<file path="config.mk">
export PLATFORM = sky130hd
export DESIGN_NAME = round_robin_task_scheduler
export DESIGN_NICKNAME = d
export VERILOG_FILES = /design/src/rtl/rrts_pkg.sv /design/src/rtl/rrts_ctrl.sv /design/src/rtl/rrts_dp.sv /design/src/rtl/round_robin_task_scheduler.sv
export SDC_FILE = /design/constraint.sdc
export NUM_CORES = 1
export LEC_CHECK = 0
export BUFFER_PORTS_ARGS = -buffer_cell sky130_fd_sc_hd__clkbuf_2
export CORE_MARGIN = 5
export CORE_UTILIZATION = 61
export DETAILED_ROUTE_END_ITERATION = 16
export PLACE_DENSITY = 0.79
export REMOVE_ABC_BUFFERS = 1
export SLEW_MARGIN = 10
export SYNTH_ARGS = -nofsm -noshare
export SYNTH_HDL_FRONTEND = slang
export SYNTH_SLANG_ARGS = --single-unit
</file>
<file path="constraint.sdc">
create_clock -name clk -period 4.9 [get_ports clk]
set_input_delay 0.49 -clock clk [delete_from_list [all_inputs] [get_ports clk]]
set_output_delay 0.49 -clock clk [all_outputs]
set_load 0.02 [all_outputs]
</file>
<file path="src/rtl/rrts_pkg.sv">
`default_nettype none

package rrts_pkg;

  localparam logic [1:0] ACT_RELEASE = 2'd0;
  localparam logic [1:0] ACT_DELAY   = 2'd1;
  localparam logic [1:0] ACT_RESCHED = 2'd2;

  localparam int unsigned TickWidth = 32;
  localparam int unsigned MaskWidth = 8;
  localparam int unsigned TaskIdWidth = 3;

  typedef enum logic [2:0] {
    ST_IDLE,
    ST_REL_READ,
    ST_REL_CHECK,
    ST_DELAY,
    ST_PICK,
    ST_DONE
  } state_t;

  typedef struct packed {
    logic capture;
    logic rel_init;
    logic rel_check;
    logic block_run;
    logic pick_init;
    logic pick_step;
    logic pick_take;
    logic pick_idle;
    logic set_sw;
    logic load_out;
  } cmd_t;

  typedef struct packed {
    logic run_idle;
    logic rel_last;
    logic pick_hit;
    logic pick_last;
    logic out_free;
  } stat_t;

endpackage

`default_nettype wire

</file>
<file path="src/rtl/rrts_ctrl.sv">
`default_nettype none

module rrts_ctrl import rrts_pkg::*; (
  input  logic       clk,
  input  logic       rst,
  input  logic       in_valid,
  output logic       in_ready,
  input  logic [1:0] action,
  input  stat_t      stat,
  output cmd_t       cmd
);

  state_t state;
  state_t state_next;

  always_ff @(posedge clk) begin
    if (rst) begin
      state <= ST_IDLE;
    end else begin
      state <= state_next;
    end
  end

  always_comb begin
    state_next = state;
    cmd        = '0;
    in_ready   = 1'b0;
    case (state)
      ST_IDLE: begin
        in_ready = 1'b1;
        if (in_valid) begin
          cmd.capture = 1'b1;
          case (action)
            ACT_RELEASE: begin
              cmd.rel_init = 1'b1;
              state_next   = ST_REL_READ;
            end
            ACT_DELAY: begin
              state_next = stat.run_idle ? ST_DONE : ST_DELAY;
            end
            ACT_RESCHED: begin
              cmd.pick_init = 1'b1;
              cmd.set_sw    = 1'b1;
              state_next    = ST_PICK;
            end
            default: begin
              state_next = ST_DONE;
            end
          endcase
        end
      end
      ST_REL_READ: begin
        state_next = ST_REL_CHECK;
      end
      ST_REL_CHECK: begin
        cmd.rel_check = 1'b1;
        state_next    = stat.rel_last ? ST_DONE : ST_REL_READ;
      end
      ST_DELAY: begin
        cmd.block_run = 1'b1;
        cmd.pick_init = 1'b1;
        cmd.set_sw    = 1'b1;
        state_next    = ST_PICK;
      end
      ST_PICK: begin
        if (stat.pick_hit) begin
          cmd.pick_take = 1'b1;
          state_next    = ST_DONE;
        end else if (stat.pick_last) begin
          cmd.pick_idle = 1'b1;
          state_next    = ST_DONE;
        end else begin
          cmd.pick_step = 1'b1;
        end
      end
      ST_DONE: begin
        if (stat.out_free) begin
          cmd.load_out = 1'b1;
          state_next   = ST_IDLE;
        end
      end
      default: begin
        state_next = ST_IDLE;
      end
    endcase
  end

endmodule

`default_nettype wire

</file>
<file path="src/rtl/rrts_dp.sv">
`default_nettype none

module rrts_dp import rrts_pkg::*; #(
  parameter int unsigned TASK_COUNT = 8
) (
  input  logic                   clk,
  input  logic                   rst,
  input  cmd_t                   cmd,
  output stat_t                  stat,
  input  logic [TickWidth-1:0]   now_tick,
  input  logic [TickWidth-1:0]   delay_ticks,
  output logic                   out_valid,
  input  logic                   out_ready,
  output logic [TaskIdWidth-1:0] current_task,
  output logic [MaskWidth-1:0]   ready_mask,
  output logic                   switch_needed
);

  localparam int unsigned TW = (TASK_COUNT > 1) ? $clog2(TASK_COUNT) : 1;
  localparam logic [TW-1:0] LastTask = TW'(TASK_COUNT - 1);

  logic [TickWidth-1:0] wake [TASK_COUNT];
  logic [TickWidth-1:0] rd_data;
  logic [TickWidth-1:0] now_r;
  logic [TickWidth-1:0] delay_r;
  logic [TASK_COUNT-1:0] blocked;
  logic [TW-1:0]        running;
  logic [TW-1:0]        idx;
  logic [TW-1:0]        cand;
  logic [TW-1:0]        cnt;
  logic                 sw;
  logic [31:0]          run_ext;
  logic [MaskWidth-1:0] mask_now;

  always_ff @(posedge clk) begin
    if (cmd.block_run) begin
      wake[running] <= now_r + delay_r;
    end
    rd_data <= wake[idx];
  end

  always_ff @(posedge clk) begin
    if (cmd.capture) begin
      now_r   <= now_tick;
      delay_r <= delay_ticks;
    end
    if (cmd.rel_init) begin
      idx <= TW'(1);
    end else if (cmd.rel_check) begin
      idx <= idx + TW'(1);
    end
    if (cmd.pick_init) begin
      cand <= (running == LastTask) ? '0 : running + TW'(1);
      cnt  <= '0;
    end else if (cmd.pick_step) begin
      cand <= (cand == LastTask) ? '0 : cand + TW'(1);
      cnt  <= cnt + TW'(1);
    end
  end

  always_ff @(posedge clk) begin
    if (rst) begin
      blocked   <= '0;
      running   <= '0;
      sw        <= 1'b0;
      out_valid <= 1'b0;
    end else begin
      if (cmd.rel_check && blocked[idx] && (rd_data <= now_r)) begin
        blocked[idx] <= 1'b0;
      end
      if (cmd.block_run) begin
        blocked[running] <= 1'b1;
      end
      if (cmd.pick_take) begin
        running <= cand;
      end else if (cmd.pick_idle) begin
        running <= '0;
      end
      if (cmd.set_sw) begin
        sw <= 1'b1;
      end else if (cmd.capture) begin
        sw <= 1'b0;
      end
      if (cmd.load_out) begin
        out_valid <= 1'b1;
      end else if (out_ready) begin
        out_valid <= 1'b0;
      end
    end
  end

  assign run_ext = 32'(running);

  for (genvar i = 0; i < MaskWidth; i++) begin : g_mask
    if (i < TASK_COUNT) begin : g_task
      assign mask_now[i] = ~blocked[i];
    end else begin : g_none
      assign mask_now[i] = 1'b0;
    end
  end

  always_ff @(posedge clk) begin
    if (cmd.load_out) begin
      current_task  <= run_ext[TaskIdWidth-1:0];
      ready_mask    <= mask_now;
      switch_needed <= sw;
    end
  end

  always_comb begin
    stat.run_idle  = (running == '0);
    stat.rel_last  = (idx == LastTask);
    stat.pick_hit  = (cand != '0) && !blocked[cand];
    stat.pick_last = (cnt == LastTask);
    stat.out_free  = !out_valid || out_ready;
  end

endmodule

`default_nettype wire

</file>
<file path="src/rtl/round_robin_task_scheduler.sv">
// Round-robin task scheduler with task 0 as the idle task. One result follows every input
// transfer. In a release, each task other than task 0 costs one wake-tick memory read and
// one compare. In a reschedule, and in a delay of any task but the idle task, the selection
// scan examines one candidate task per cycle. The next item is taken as soon as the result
// sits in the output register, even while that result waits to be taken. Wake ticks compare
// as plain unsigned values, with no wrap.
`default_nettype none

module round_robin_task_scheduler import rrts_pkg::*; #(
  parameter int unsigned TASK_COUNT = 8
) (
  input  logic                   clk,
  input  logic                   rst,
  input  logic                   in_valid,
  output logic                   in_ready,
  input  logic [1:0]             action,
  input  logic [TickWidth-1:0]   now_tick,
  input  logic [TickWidth-1:0]   delay_ticks,
  output logic                   out_valid,
  input  logic                   out_ready,
  output logic [TaskIdWidth-1:0] current_task,
  output logic [MaskWidth-1:0]   ready_mask,
  output logic                   switch_needed
);

  cmd_t  cmd;
  stat_t stat;

  rrts_ctrl u_ctrl (
    .clk      (clk),
    .rst      (rst),
    .in_valid (in_valid),
    .in_ready (in_ready),
    .action   (action),
    .stat     (stat),
    .cmd      (cmd)
  );

  rrts_dp #(
    .TASK_COUNT (TASK_COUNT)
  ) u_dp (
    .clk           (clk),
    .rst           (rst),
    .cmd           (cmd),
    .stat          (stat),
    .now_tick      (now_tick),
    .delay_ticks   (delay_ticks),
    .out_valid     (out_valid),
    .out_ready     (out_ready),
    .current_task  (current_task),
    .ready_mask    (ready_mask),
    .switch_needed (switch_needed)
  );

endmodule

`default_nettype wire

</file>
## Word level (Yosys, flattened, before mapping)

Memory sizes are Yosys's and may differ from the RTL's. A register that Yosys moved wholly into a read port is not among the register bits.
Cells that the tools add are included.

| storage, ports and cells | value |
|---|---|
| bits in registers | 101 |
| latch bits | 0 |
| memory bits (writable) | 256 |
| bits in read-only memories | 0 |
| output and inout bits | 14 |
| memories kept | 1 |

| cells by class | value |
|---|---|
| add/sub/neg operators | 5 |
| $mul | 0 |
| divide/modulo/power cells | 0 |
| order comparisons | 6 |
| equality and inequality tests | 14 |
| shifts and indexed selects | 0 |
| multiplexer cells | 48 |
| bitwise gates (word level) | 11 |
| reductions and logical operators | 17 |

Memories:

| memory | words | bits a word | rd ports | clocked after Yosys merged registers in | write ports | line | source |
|---|---|---|---|---|---|---|---|
| u_dp.wake | 8 | 32 | 1 | 1 | 1 | rrts_dp.sv:22 | `logic [TickWidth-1:0] wake [TASK_COUNT];` |

Operators by type and width:

| operator | count |
|---|---|
| two-way mux 3 bit | 13 |
| adder 32 bit | 1 |
| less-or-equal comparator 32 bit | 1 |
| two-way mux 8 bit | 3 |
| two-way mux 1 bit | 23 |
| equality test 3 bit (second input constant) | 6 |
| one-hot mux 3 bit (6 select lines) | 1 |
| adder 3 x 1 -> 3 bit (second input constant) | 4 |
| < comparator 3 x 4 -> 1 bit (second input constant) | 3 |
| one-hot mux 3 bit (3 select lines) | 1 |
| AND 8 bit | 1 |
| inverter 1 bit | 8 |
| inverter 8 bit | 1 |
| OR 8 bit | 1 |
| nonzero test 2 bit | 4 |
| binary-select mux 1 bit (select 3 bit) | 2 |
| demux 1 bit (select 3 bit) | 2 |
| equality test 3 x 2 -> 1 bit (second input constant) | 2 |
| >= comparator 3 x 1 -> 1 bit (second input constant) | 2 |
| logical NOT 3 bit | 2 |
| logical AND 1 bit | 5 |
| two-way mux 2 bit | 2 |
| != test 2 bit (second input constant) | 2 |
| equality test 3 x 1 -> 1 bit (second input constant) | 1 |
| 9 further kinds | 10 |

## Depth between registers and ports, before layout

Gate-level depths: netlist (run 1).

| logic depth | value |
|---|---|
| word-level depth | 10 |
| depth in mapped cells | 10 |
| depth with buffers taken out | 10 |

## By module

From an unflattened synthesis (run 1), not the netlist that was laid out.

| unflattened totals | value |
|---|---|
| cells, all modules | 1073 |
| area total of the unflattened synthesis | 15832.7 um2 |

Modules (own cells, without submodules):

| module | instances | cells each | area an instance (um2) | sequential area each (um2) |
|---|---|---|---|---|
| rrts_dp | 1 | 1031 | 15523.6 | 11080.6 |
| rrts_ctrl | 1 | 42 | 309.0 | 60.1 |

## Worst setup path after synthesis (run 1)

OpenSTA, ideal clock, no wires.

| timing path | value |
|---|---|
| kind | register to register |
| from | register u_ctrl.state[0] |
| to | memory u_dp.wake[1][0] (enable) |
| setup time | 0.463 ns |
| arrival time | 3.040 ns |
| setup slack | 1.397 ns |
| stages on the path, launching flop included | 4 |
| path buffers | 1 |
| clock period less this slack | 3.503 ns |
| cell sequence | dfxtp_1 -> clkbuf_1 -> nand3_1 -> nor3_1 |

| on the way | value |
|---|---|
| cells in the longest elaborated chain, start to end | 4 |

Ends and longest elaborated chain:

| element | line | source |
|---|---|---|
| start, declared | rrts_ctrl.sv:13 | `state_t state;` |
| start signal, assigned | rrts_ctrl.sv:20 | `state <= state_next;` |
| equality test 3 x 2 -> 1 bit | rrts_ctrl.sv:28 | `case (state)` |
| two-way mux 1 bit | rrts_ctrl.sv:28 |  |
| two-way mux 1 bit | rrts_dp.sv:36 | `if (cmd.block_run) begin` |
| two-way mux 1 bit (implied by the code) | rrts_dp.sv:37 | `wake[running] <= now_r + delay_r;` |
| end, declared | rrts_dp.sv:22 |  |

Every way passes these cells.

## Worst setup path after layout (run 1)

| timing path | value |
|---|---|
| from | register u_dp.now_r[0] |
| to | memory u_dp.wake[1][26] (data pin) |

| on the way | value |
|---|---|
| cells in the longest elaborated chain, start to end | 1 |

Ends and longest elaborated chain:

| element | line | source |
|---|---|---|
| start, declared | rrts_dp.sv:24 | `logic [TickWidth-1:0] now_r;` |
| start signal, assigned | rrts_dp.sv:44 | `now_r <= now_tick;` |
| adder 32 bit | rrts_dp.sv:37 |  |

Every way passes these cells.

==> impl_metrics.toml, run 1 <==
[power]
seq_power_share = 0.465
p_leak_nw = 6.48
power_mw = 9.88
switching_share = 0.299
combPwrFrac = 0.240
vdd_drop_max_uv = 517
pwr-share-clk = 0.296
p_per_area_nw_per_um2 = 548
p_int_mw = 6.93
p_sw_mw = 2.96

[placed_design]
portBuffers = 83
gp_congestion = 0.858
place_worst_setup_slack_ns = 1.55
dpl.hpwl_mm = 21.0

[route]
ant_nets = 0
drc_errors = 0
drt-total-wl_mm = 36.1
first_pass_iters = 5
wl_per_cell_um = 23.3
via_per_inst = 6.27
vias = 9692
drtIter0Drc = 976

[floorplan]
die_width_um = 172
pin_count = 84
placementRows = 59
start_util = 0.615
core_um2 = 25900
die_area_um2 = 29500
die_h_um = 172

[critical_path]
crit_slowest_cell = "a211oi_1"
setup.worst_path.start_class = "register"
worst-setup-path-type = "reg2reg"
crit_family = "compound AO/OA/AOI/OAI gates"
crit_buf_inv = 1
end_kind = "register"
crit_fanout = 8
worstPathArrival_ns = 3.69
cp_slowest_stage_delay_ns = 0.54
path_cells = "ha_1 -> inv_1 -> fa_1 -> nor2b_1 -> o21ai_0 -> a21oi_1 -> o21ai_2 -> a211oi_1 -> a21boi_0 -> xnor2_1"
required_ns = 5.15

[sta]
max_slew_margin = 0.346
fin_crit_sh = 0.702
slew_violations = 0
final.setup.worst_slack_ns = 1.46
setup_viol = 0
max_freq_ghz = 0.291
rsz0062_at_grt = "no"
finalHoldViolations = 0
fin_worst_skew_ns = 0.0190
tns_ns = 0
worst_pin_slew_ns = 0.981
hold_ws_ns = 0.135
fin_crit_ns = 3.44

[finish]
area_growth_pct = 13.2
antenna_cells = 0
fin_nets = 1324
drive_gt1_frac = 0.158

[yosys]
yosysTopAreaCellShare = 0.631
synth_mux_area_frac = 0.00605
yosys-top-cells-area = "edfxtp_1 (63%), dfxtp_1 (6.8%), a22oi_1 (6.2%)"
synth_top_area_cell = "edfxtp_1"
synth-seq-area-share = 0.699
async_reset_ff_frac = 0
yosys.area_share.adder = 0.0586
synth_simple_gate_area_frac = 0.0645
synthDistinctLibCells = 66
syn_area_per_cell_um2 = 14.7
synth-edff-count = 335
syn_inst = 1082
synthFlopType = "edfxtp_1"
synth_xor_area_frac = 0.0165
yosys_warnings = 0
synth_top_family_by_area = "compound AO/OA/AOI/OAI gates"
synthesis.area_um2 = 15900
synth-compound-area-share = 0.130
ys_ff_latch = 389

[cts]
ctsLongestPathBuffers = 3
cts-root-buf = "clkbuf_16"
cts_tree = "built"
numClockSinks = 389
cts_made_buffers = 38
holdBufCountCts = 0
post_cts_resized = 0
clk_pin_slew_ns = 0.06
h-tree-depth = 2
cts_setup_buffers = 0
clkLatencyLatePin_ns = 0.53

[grt]
top_usage_layer = "met2"
grt_usage = 0.248
grt_pass1_wl_mm = 55.1
grtUsageMet1 = 0.349
antenna_found_initial = 0
met3_usage = 0.0388
grt_pass1_vias = 9644
overflow = 0
use_met2 = 0.403
grt_max_degree = 55

[outcome]
status = "finished clean"

[min_path]
min-delay-path-class = "in2reg"

[job]
drv_cap = 0
[cells in the mapped netlist, drive strengths merged, types with 13 or more instances]
master / number
a21oi: 40
nand4: 45
nand2: 41
nor3: 13
ha: 73
xnor2: 22
a211oi: 13
a21o: 26
dfxtp: 54
a22oi: 131
inv: 60
nor2: 47
o21ai: 23
clkbuf: 34
edfxtp: 335
[layer usage]
metal	wire length (um)	up-vias
met2	17500	426
met4	1010	0
met3	2770	86
li1	-	4442
met1	14800	4738
met5	0	-
[worst paths after layout]
check | cells past startpoint | endpoint | startpoint | slack [ns]
worst max-delay path | 10 | u_dp.wake[1][26] | u_dp.now_r[0] | 1.46
worst min-delay path | 1 | u_dp.delay_r[7] | delay_ticks[7] | 0.13
worst max register to register | 10 | u_dp.wake[1][26] | u_dp.now_r[0] | 1.46
worst min register to register | 0 | u_dp.switch_needed | u_dp.sw | 0.45
[power groups by stage]
| stage | registers [mW] | clock network [mW] | logic, mW |
|---|---|---|---|
| 2_1_floorplan | 4.58 | 0 | 1.60 |
| 3_3_place_gp | 4.64 | 0 | 2.24 |
| 3_5_place_dp | 4.65 | 0 | 2.33 |
| 4_1_cts | 4.59 | 2.95 | 2.36 |
| 5_1_grt | 4.62 | 3.10 | 2.63 |
| 6_report | 4.59 | 2.92 | 2.37 |
[layout make-up]
cell class	instances	area, um2
flip-flops and latches	389	11100
repair buffers	101	551
clock buffers	53	1130
well taps	335	419
fillers	1664	7870
multi-input cells	590	4430
inverters	60	225
clock inverters	17	139
[worst register-to-register path, delay by kind of cell (launching register included)]
family          cells  cell delay, ns
compound gates      5            1.52
xor+xnor            1            0.50
fa+ha+maj           2            0.60
buf+inv             1            0.07
flops               1            0.36
simple gates        1            0.12
[cell families after synthesis]
family / count (synthesis)
fa+ha+maj: 74
simple gates: 193
buf+inv: 103
flops: 389
compound gates: 286
mux: 7
xor+xnor: 30
[cells in the final DEF (no fill, tap or decap), types with 12 or more instances in the layout]
cell type	synthesis	layout
buf_4	4	18
nor2_1	47	40
a21oi_1	40	40
a22oi_1	131	131
dfxtp_1	54	54
a21o_1	26	26
a211oi_1	12	12
ha_1	73	73
clkbuf_2	0	83
o21ai_0	22	22
xnor2_1	22	22
nand4_1	45	45
clkbuf_16	0	42
edfxtp_1	335	335
nand2_1	41	41
inv_1	60	59
[flip-flops by register name (all words and copies together) (netlist names)]
name / cells
u_dp.cnt: 3
u_dp.delay_r: 32
u_dp.sw: 1
u_dp.current_task: 3
u_dp.out_valid: 1
u_ctrl.state: 3
u_dp.rd_data: 32
u_dp.blocked: 8
u_dp.switch_needed: 1
u_dp.ready_mask: 8
u_dp.wake: 256
u_dp.now_r: 32
u_dp.running: 3
u_dp.cand: 3
u_dp.idx: 3
[stage by stage]
step / instances / utilization / cell area (um2)
floorplan: 1039 / - / 15800
global placement: 1475 / 0.647 / 16800
detailed placement: 1475 / 0.647 / 16800
CTS: 1545 / 0.696 / 18000
global route: 1545 / 0.696 / 18000
finish: 1545 / 0.696 / 18000
Note: power is estimated with default switching activity, not from simulation.
==> run 2: changes to the inputs <==
--- a/config.mk
+++ b/config.mk
@@ -7,9 +7,9 @@
 export LEC_CHECK = 0
 export BUFFER_PORTS_ARGS = -buffer_cell sky130_fd_sc_hd__clkbuf_2
 export CORE_MARGIN = 5
-export CORE_UTILIZATION = 61
+export CORE_UTILIZATION = 55
 export DETAILED_ROUTE_END_ITERATION = 16
-export PLACE_DENSITY = 0.79
+export PLACE_DENSITY = 0.75
 export REMOVE_ABC_BUFFERS = 1
 export SLEW_MARGIN = 10
 export SYNTH_ARGS = -nofsm -noshare
==> constraint.sdc (replaced) <==
create_clock -name clk -period 2.88 [get_ports clk]
set_input_delay 0.288 -clock clk [delete_from_list [all_inputs] [get_ports clk]]
set_output_delay 0.288 -clock clk [all_outputs]
set_load 0.02 [all_outputs]
==> run 2 against run 1 <==
  * Setup slack got worse by 1.4 ns
  * Via count increased by 3.3%
  * Critical path depth up 2
  * Final area increased by 5.6%
  * Total power rose by 73%
  * Global-route usage fell by 2.4 points
  * Critical endpoint is now u_dp.wake[4][16]
  * Die area is 10% higher
==> impl_metrics.toml, run 2 (same netlist as run 1, synthesis figures left out) <==
[sta]
slew_violations = 0
worst_pin_slew_ns = 0.690
finalHoldViolations = 0
rsz0062_at_grt = "yes"
fin_crit_sh = 0.974
setup_viol = 0
fin_worst_skew_ns = 0.0188
fin_crit_ns = 2.80
max_slew_margin = 0.537
max_freq_ghz = 0.357

[finish]
instances_no_fill = 1683
drive_gt1_frac = 0.182
fin_nets = 1414
area_growth_pct = 19.6
largest_reg_flops = 256
antenna_cells = 0
final_cell_mix = "edfxtp_1 (335), a22oi_1 (131), clkbuf_2 (83)"
design_area_um2 = 19100
regMostFlops = "u_dp.wake"
final_common_cell = "edfxtp_1"

[floorplan]
core_um2 = 28600
die_width_um = 180
die_area_um2 = 32500
start_util = 0.557
placementRows = 62
pin_count = 84
die_h_um = 180

[route]
ant_nets = 0
wl_per_cell_um = 22.0
via_per_inst = 5.95
drt-total-wl_mm = 37.0
drtIter0Drc = 842
vias = 10000
drc_errors = 0
first_pass_iters = 5

[critical_path]
worstPathArrival_ns = 3.06
setup.worst_path.start_class = "register"
reg2reg_to = "u_dp.wake[4][16]"
reg2reg_slack_ns = 0.08
crit_start = "u_dp.now_r[0]"
required_ns = 3.13
end_kind = "register"
r2r.worst_path.cells = 12
r2r_start = "u_dp.now_r[0]"
crit_fanout = 8
worst-setup-path-type = "reg2reg"

[grt]
met3_usage = 0.0410
top_usage_layer = "met2"
grtUsageMet1 = 0.300
grt_pass1_vias = 9996
overflow = 0
antenna_found_initial = 0
grt_usage = 0.223
grt_pass1_wl_mm = 56.5
use_met2 = 0.374
grt_max_degree = 37

[cts]
cts-root-buf = "clkbuf_16"
cts_tree = "built"
numClockSinks = 389
h-tree-depth = 2
clkLatencyLatePin_ns = 0.53
cts_made_buffers = 39
clk_pin_slew_ns = 0.06
ctsLongestPathBuffers = 3

[placed_design]
postPlaceCellArea_um2 = 17000
portBuffers = 83
dpl.cell_count = 1546
gp_congestion = 0.845
dpl.hpwl_mm = 21.2

[power]
power_mw = 17.1
p_leak_nw = 6.93
p_per_area_nw_per_um2 = 895
vdd_drop_max_uv = 587

[job]
drv_cap = 0

[min_path]
hold-path-endpoint = "u_dp.out_valid"
hold_path_startpoint = "out_ready"
min-delay-path-class = "in2reg"
whs_path_depth = 4

[outcome]
status = "finished clean"
==> run 2: changes by cell type in the layout (fill, tap and decap cells not counted), moves of 4 or more <==
| cell | delta |
|---|---|
| buf_4 | +22 |
| dlygate4sd3_1 | +64 |
| xnor2_1 | -7 |
| xnor2_2 | +7 |
| clkinv_2 | +4 |
==> run 2: worst max path at each step <==
stage                       endpoint  slack, ns
floorplan            u_dp.wake[1][0]      -0.63
global placement    u_dp.wake[6][28]       0.01
detailed placement  u_dp.wake[5][24]      -0.09
CTS                 u_dp.wake[6][22]      0.002
global route        u_dp.wake[0][29]      -0.09
finish              u_dp.wake[4][16]       0.08
==> run 2: final cells by class <==
cell class / count / area (um2)
clock buffer: 50 / 1100
clock inverter: 20 / 146
fill: 1924 / 9570
inverter: 60 / 225
multi-input combinational: 590 / 4550
sequential: 389 / 11100
tap: 384 / 480
timing repair buffer: 190 / 1420
==> run 2: per-layer routing <==
metal / vias up / share of wire
li1: 4611 / -
met1: 4873 / 0.40
met2: 447 / 0.49
met3: 81 / 0.084
met4: 0 / 0.027
met5: - / 0
==> run 2: report_power, final <==
group | total [mW] | internal (mW) | switching, mW
sequential | 7.81 | 7.46 | 0.351
combinational | 4.37 | 1.65 | 2.72
clock | 4.87 | 2.81 | 2.07
==> run 2: critical path: stages (launching register included) <==
cell and delay [ns]:
edfxtp_1 0.35, ha_1 0.19, inv_1 0.06, fa_1 0.40
nor2b_1 0.13, o21ai_0 0.11, a21oi_1 0.17, buf_4 0.17
o21ai_4 0.10, a21boi_2 0.27, buf_4 0.17, nor4_1 0.04
a311o_2 0.39
==> run 2: timing repair <==
| action | 4_1_cts | 5_1_grt |
|---|---|---|
| hold buffers | 64 | 0 |
| gates cloned | 0 | 0 |
| endpoints found under the hold margin | 64 | 0 |
| pin swaps | 0 | 11 |
| setup buffers | 0 | 3 |
| resized for setup | 7 | 16 |
| endpoints found under the setup margin | 48 | 88 |
==> run 2: metrics by stage <==
stage / setup slack (ns) / hold slack [ns] / util / setup TNS (ns)
2_1_floorplan: -0.632 / 0.360 / - / -42.65
3_3_place_gp: 0.0126 / 0.423 / 0.595 / 0
3_5_place_dp: -0.0904 / 0.434 / 0.595 / -1.76
4_1_cts: 0.00174 / 0.0664 / 0.663 / 0
5_1_grt: -0.0896 / 0.0941 / 0.666 / -1.16
6_report: 0.0759 / 0.0864 / 0.666 / 0
==> run 3: changes to the inputs <==
--- a/config.mk
+++ b/config.mk
@@ -7,11 +7,10 @@
 export LEC_CHECK = 0
 export BUFFER_PORTS_ARGS = -buffer_cell sky130_fd_sc_hd__clkbuf_2
 export CORE_MARGIN = 5
-export CORE_UTILIZATION = 55
+export CORE_UTILIZATION = 61
 export DETAILED_ROUTE_END_ITERATION = 16
-export PLACE_DENSITY = 0.75
+export PLACE_DENSITY = 0.79
 export REMOVE_ABC_BUFFERS = 1
-export SLEW_MARGIN = 10
 export SYNTH_ARGS = -nofsm -noshare
 export SYNTH_HDL_FRONTEND = slang
 export SYNTH_SLANG_ARGS = --single-unit
==> constraint.sdc (replaced) <==
create_clock -name clk -period 3.2 [get_ports clk]
set_input_delay 0.32 -clock clk [delete_from_list [all_inputs] [get_ports clk]]
set_output_delay 0.32 -clock clk [all_outputs]
set_load 0.02 [all_outputs]
==> run 3 against run 2 <==
  * Critical path depth is the same
  * Final area is 2.0% lower
  * Die area shrank 9.3%
  * Utilization up 5.5 points
  * Sequential share of layout area grew 1.2 points
  * Fmax is 8.5% lower
  * Largest cell class unchanged
  * Count of clock-buffer cells in the layout increased by 1
  * Clock skew shrank 0.0091 ns
  * Sequential power is 10% lower
  * Via count rose by 0.49%
  * Flip-flop and latch count unchanged
  * Worst hold slack worse by 0.062 ns
==> impl_metrics.toml, run 3 (same netlist as run 1, synthesis figures left out) <==
[sta]
slew_violations = 0
finalHoldViolations = 0
tns_ns = 0
hold_ws_ns = 0.0245
fin_crit_ns = 3.06
final.setup.worst_slack_ns = 0.136
setup_viol = 0
rsz0062_at_grt = "no"
worst_pin_slew_ns = 0.766
fin_crit_sh = 0.958
max_freq_ghz = 0.326
fin_worst_skew_ns = 0.00967
max_slew_margin = 0.489

[min_path]
hold_path_startpoint = "delay_ticks[3]"
min-delay-path-class = "in2reg"
whs_path_depth = 1
hold-path-endpoint = "u_dp.delay_r[3]"

[grt]
grt_pass1_wl_mm = 55.4
met3_usage = 0.0342
overflow = 0
grt_pass1_vias = 9879
use_met2 = 0.424
grtUsageMet1 = 0.336
grt_usage = 0.248
top_usage_layer = "met2"
antenna_found_initial = 0
grt_max_degree = 56

[cts]
clk_pin_slew_ns = 0.06
cts-root-buf = "clkbuf_16"
numClockSinks = 389
cts_tree = "built"
cts_made_buffers = 37
h-tree-depth = 2
ctsLongestPathBuffers = 3
clkLatencyLatePin_ns = 0.51
cts_setup_buffers = 0

[power]
p_leak_nw = 6.76
vdd_drop_max_uv = 539
p_per_area_nw_per_um2 = 809

[route]
ant_nets = 0
drc_errors = 0
vias = 10100
wl_per_cell_um = 22.7
drt-total-wl_mm = 36.5
drtIter0Drc = 895
first_pass_iters = 5
via_per_inst = 6.27

[finish]
fin_nets = 1389
largest_reg_flops = 256
fill_cells = 1566
antenna_cells = 0
finish.utilization = 0.721
final_common_cell = "edfxtp_1"
final_cell_mix = "edfxtp_1 (335), a22oi_1 (131), clkbuf_2 (83)"
drive_gt1_frac = 0.157
regMostFlops = "u_dp.wake"
instances_no_fill = 1605
area_growth_pct = 17.3

[critical_path]
worst-setup-path-type = "reg2reg"
crit_slowest_cell = "a2111oi_1"
crit_top_cell = "buf_4"
reg2reg_slack_ns = 0.14
worstPathArrival_ns = 3.32
setup.worst_path.start_class = "register"
r2r.worst_path.cells = 12
path_cells = "ha_1 -> inv_1 -> fa_1 -> nor2b_1 -> o21ai_0 -> a21oi_2 -> o21ai_2 -> buf_4 -> a2111oi_1 -> nor2_1 -> xnor2_1 -> buf_4"
reg2reg_to = "u_dp.wake[0][24]"
r2r_start = "u_dp.now_r[0]"
end_kind = "register"
cp_slowest_stage_delay_ns = 0.45
crit_fanout = 8
required_ns = 3.46

[floorplan]
core_um2 = 25900
die_area_um2 = 29500
start_util = 0.615
die_width_um = 172
pin_count = 84
die_h_um = 172
placementRows = 59

[placed_design]
place_worst_setup_slack_ns = 0.0447
dpl.hpwl_mm = 20.4
dpl.cell_count = 1479
gp_congestion = 0.925
portBuffers = 83

[job]
drv_cap = 0

[outcome]
status = "finished clean"
## run 3: cell types whose count changed in the layout (fill, tap and decap cells not counted), sizes merged, moves of 2 or more
| cell | change |
|---|---|
| clkinv | -6 |
| bufinv | +3 |
| dlygate4sd3 | -2 |
| buf | -21 |
| clkinvlp | -2 |
| inv | -2 |
## run 3: critical path: cells and delay by family, from the launching register on
kind	cells	cell delay, ns
buffers and inverters	3	0.40
XOR/XNOR	1	0.15
adder cells (fa/ha/maj)	2	0.61
AO/OA/AOI/OAI	4	1.01
AND/OR/NAND/NOR	2	0.27
flip-flops	1	0.37
## run 3: metrics by stage
step	power (mW)	area, um2
5_1_grt	15.8	18700
4_1_cts	15.1	18600
3_5_place_dp	10.7	16800
2_1_floorplan	9.46	15800
3_3_place_gp	10.6	16800
6_report	15.1	18700
## run 3: layout make-up
class	count	area, um2	share of cell area
Multi-Input combinational cell	590	4480	0.240
Sequential cell	389	11100	0.596
Clock buffer	51	1040	0.0556
Inverter	60	225	0.0121
Timing Repair Buffer	167	1210	0.0650
Clock inverter	13	166	0.00891
Tap cell	335	419	0.0224
## run 3: how the worst max path moves through the flow
stage	startpoint	to	slack, ns	cells after the start
final	u_dp.now_r[0]	u_dp.wake[0][24]	0.14	12
after global routing	u_dp.now_r[6]	u_dp.wake[3][31]	0.04	8
after CTS	u_dp.now_r[0]	u_dp.wake[2][24]	0.02	12
after detailed placement	u_dp.now_r[0]	u_dp.wake[0][30]	0.04	11
after global placement	u_dp.now_r[0]	u_dp.wake[5][30]	0.11	11
after floorplan	u_ctrl.state[2]	u_dp.wake[1][0]	-0.31	3
## run 3: where the power goes
group | switching, mW | internal [mW]
Combinational | 2.40 | 1.35
Sequential | 0.307 | 6.71
Clock | 1.76 | 2.59
Total | 4.46 | 10.7
## run 3: repair_timing
| action | in CTS | in global routing |
|---|---|---|
| resized for setup | 3 | 5 |
| hold buffers | 61 | 1 |
| pin swaps | 0 | 0 |
| hold endpoints to repair | 61 | 1 |
| endpoints found under the setup margin | 21 | 64 |
## run 3: metal layers
layer,part of all wire,vias up
met1,0.40,4929
met3,0.074,86
met4,0.024,0
met5,0,-
li1,-,4566
met2,0.50,480
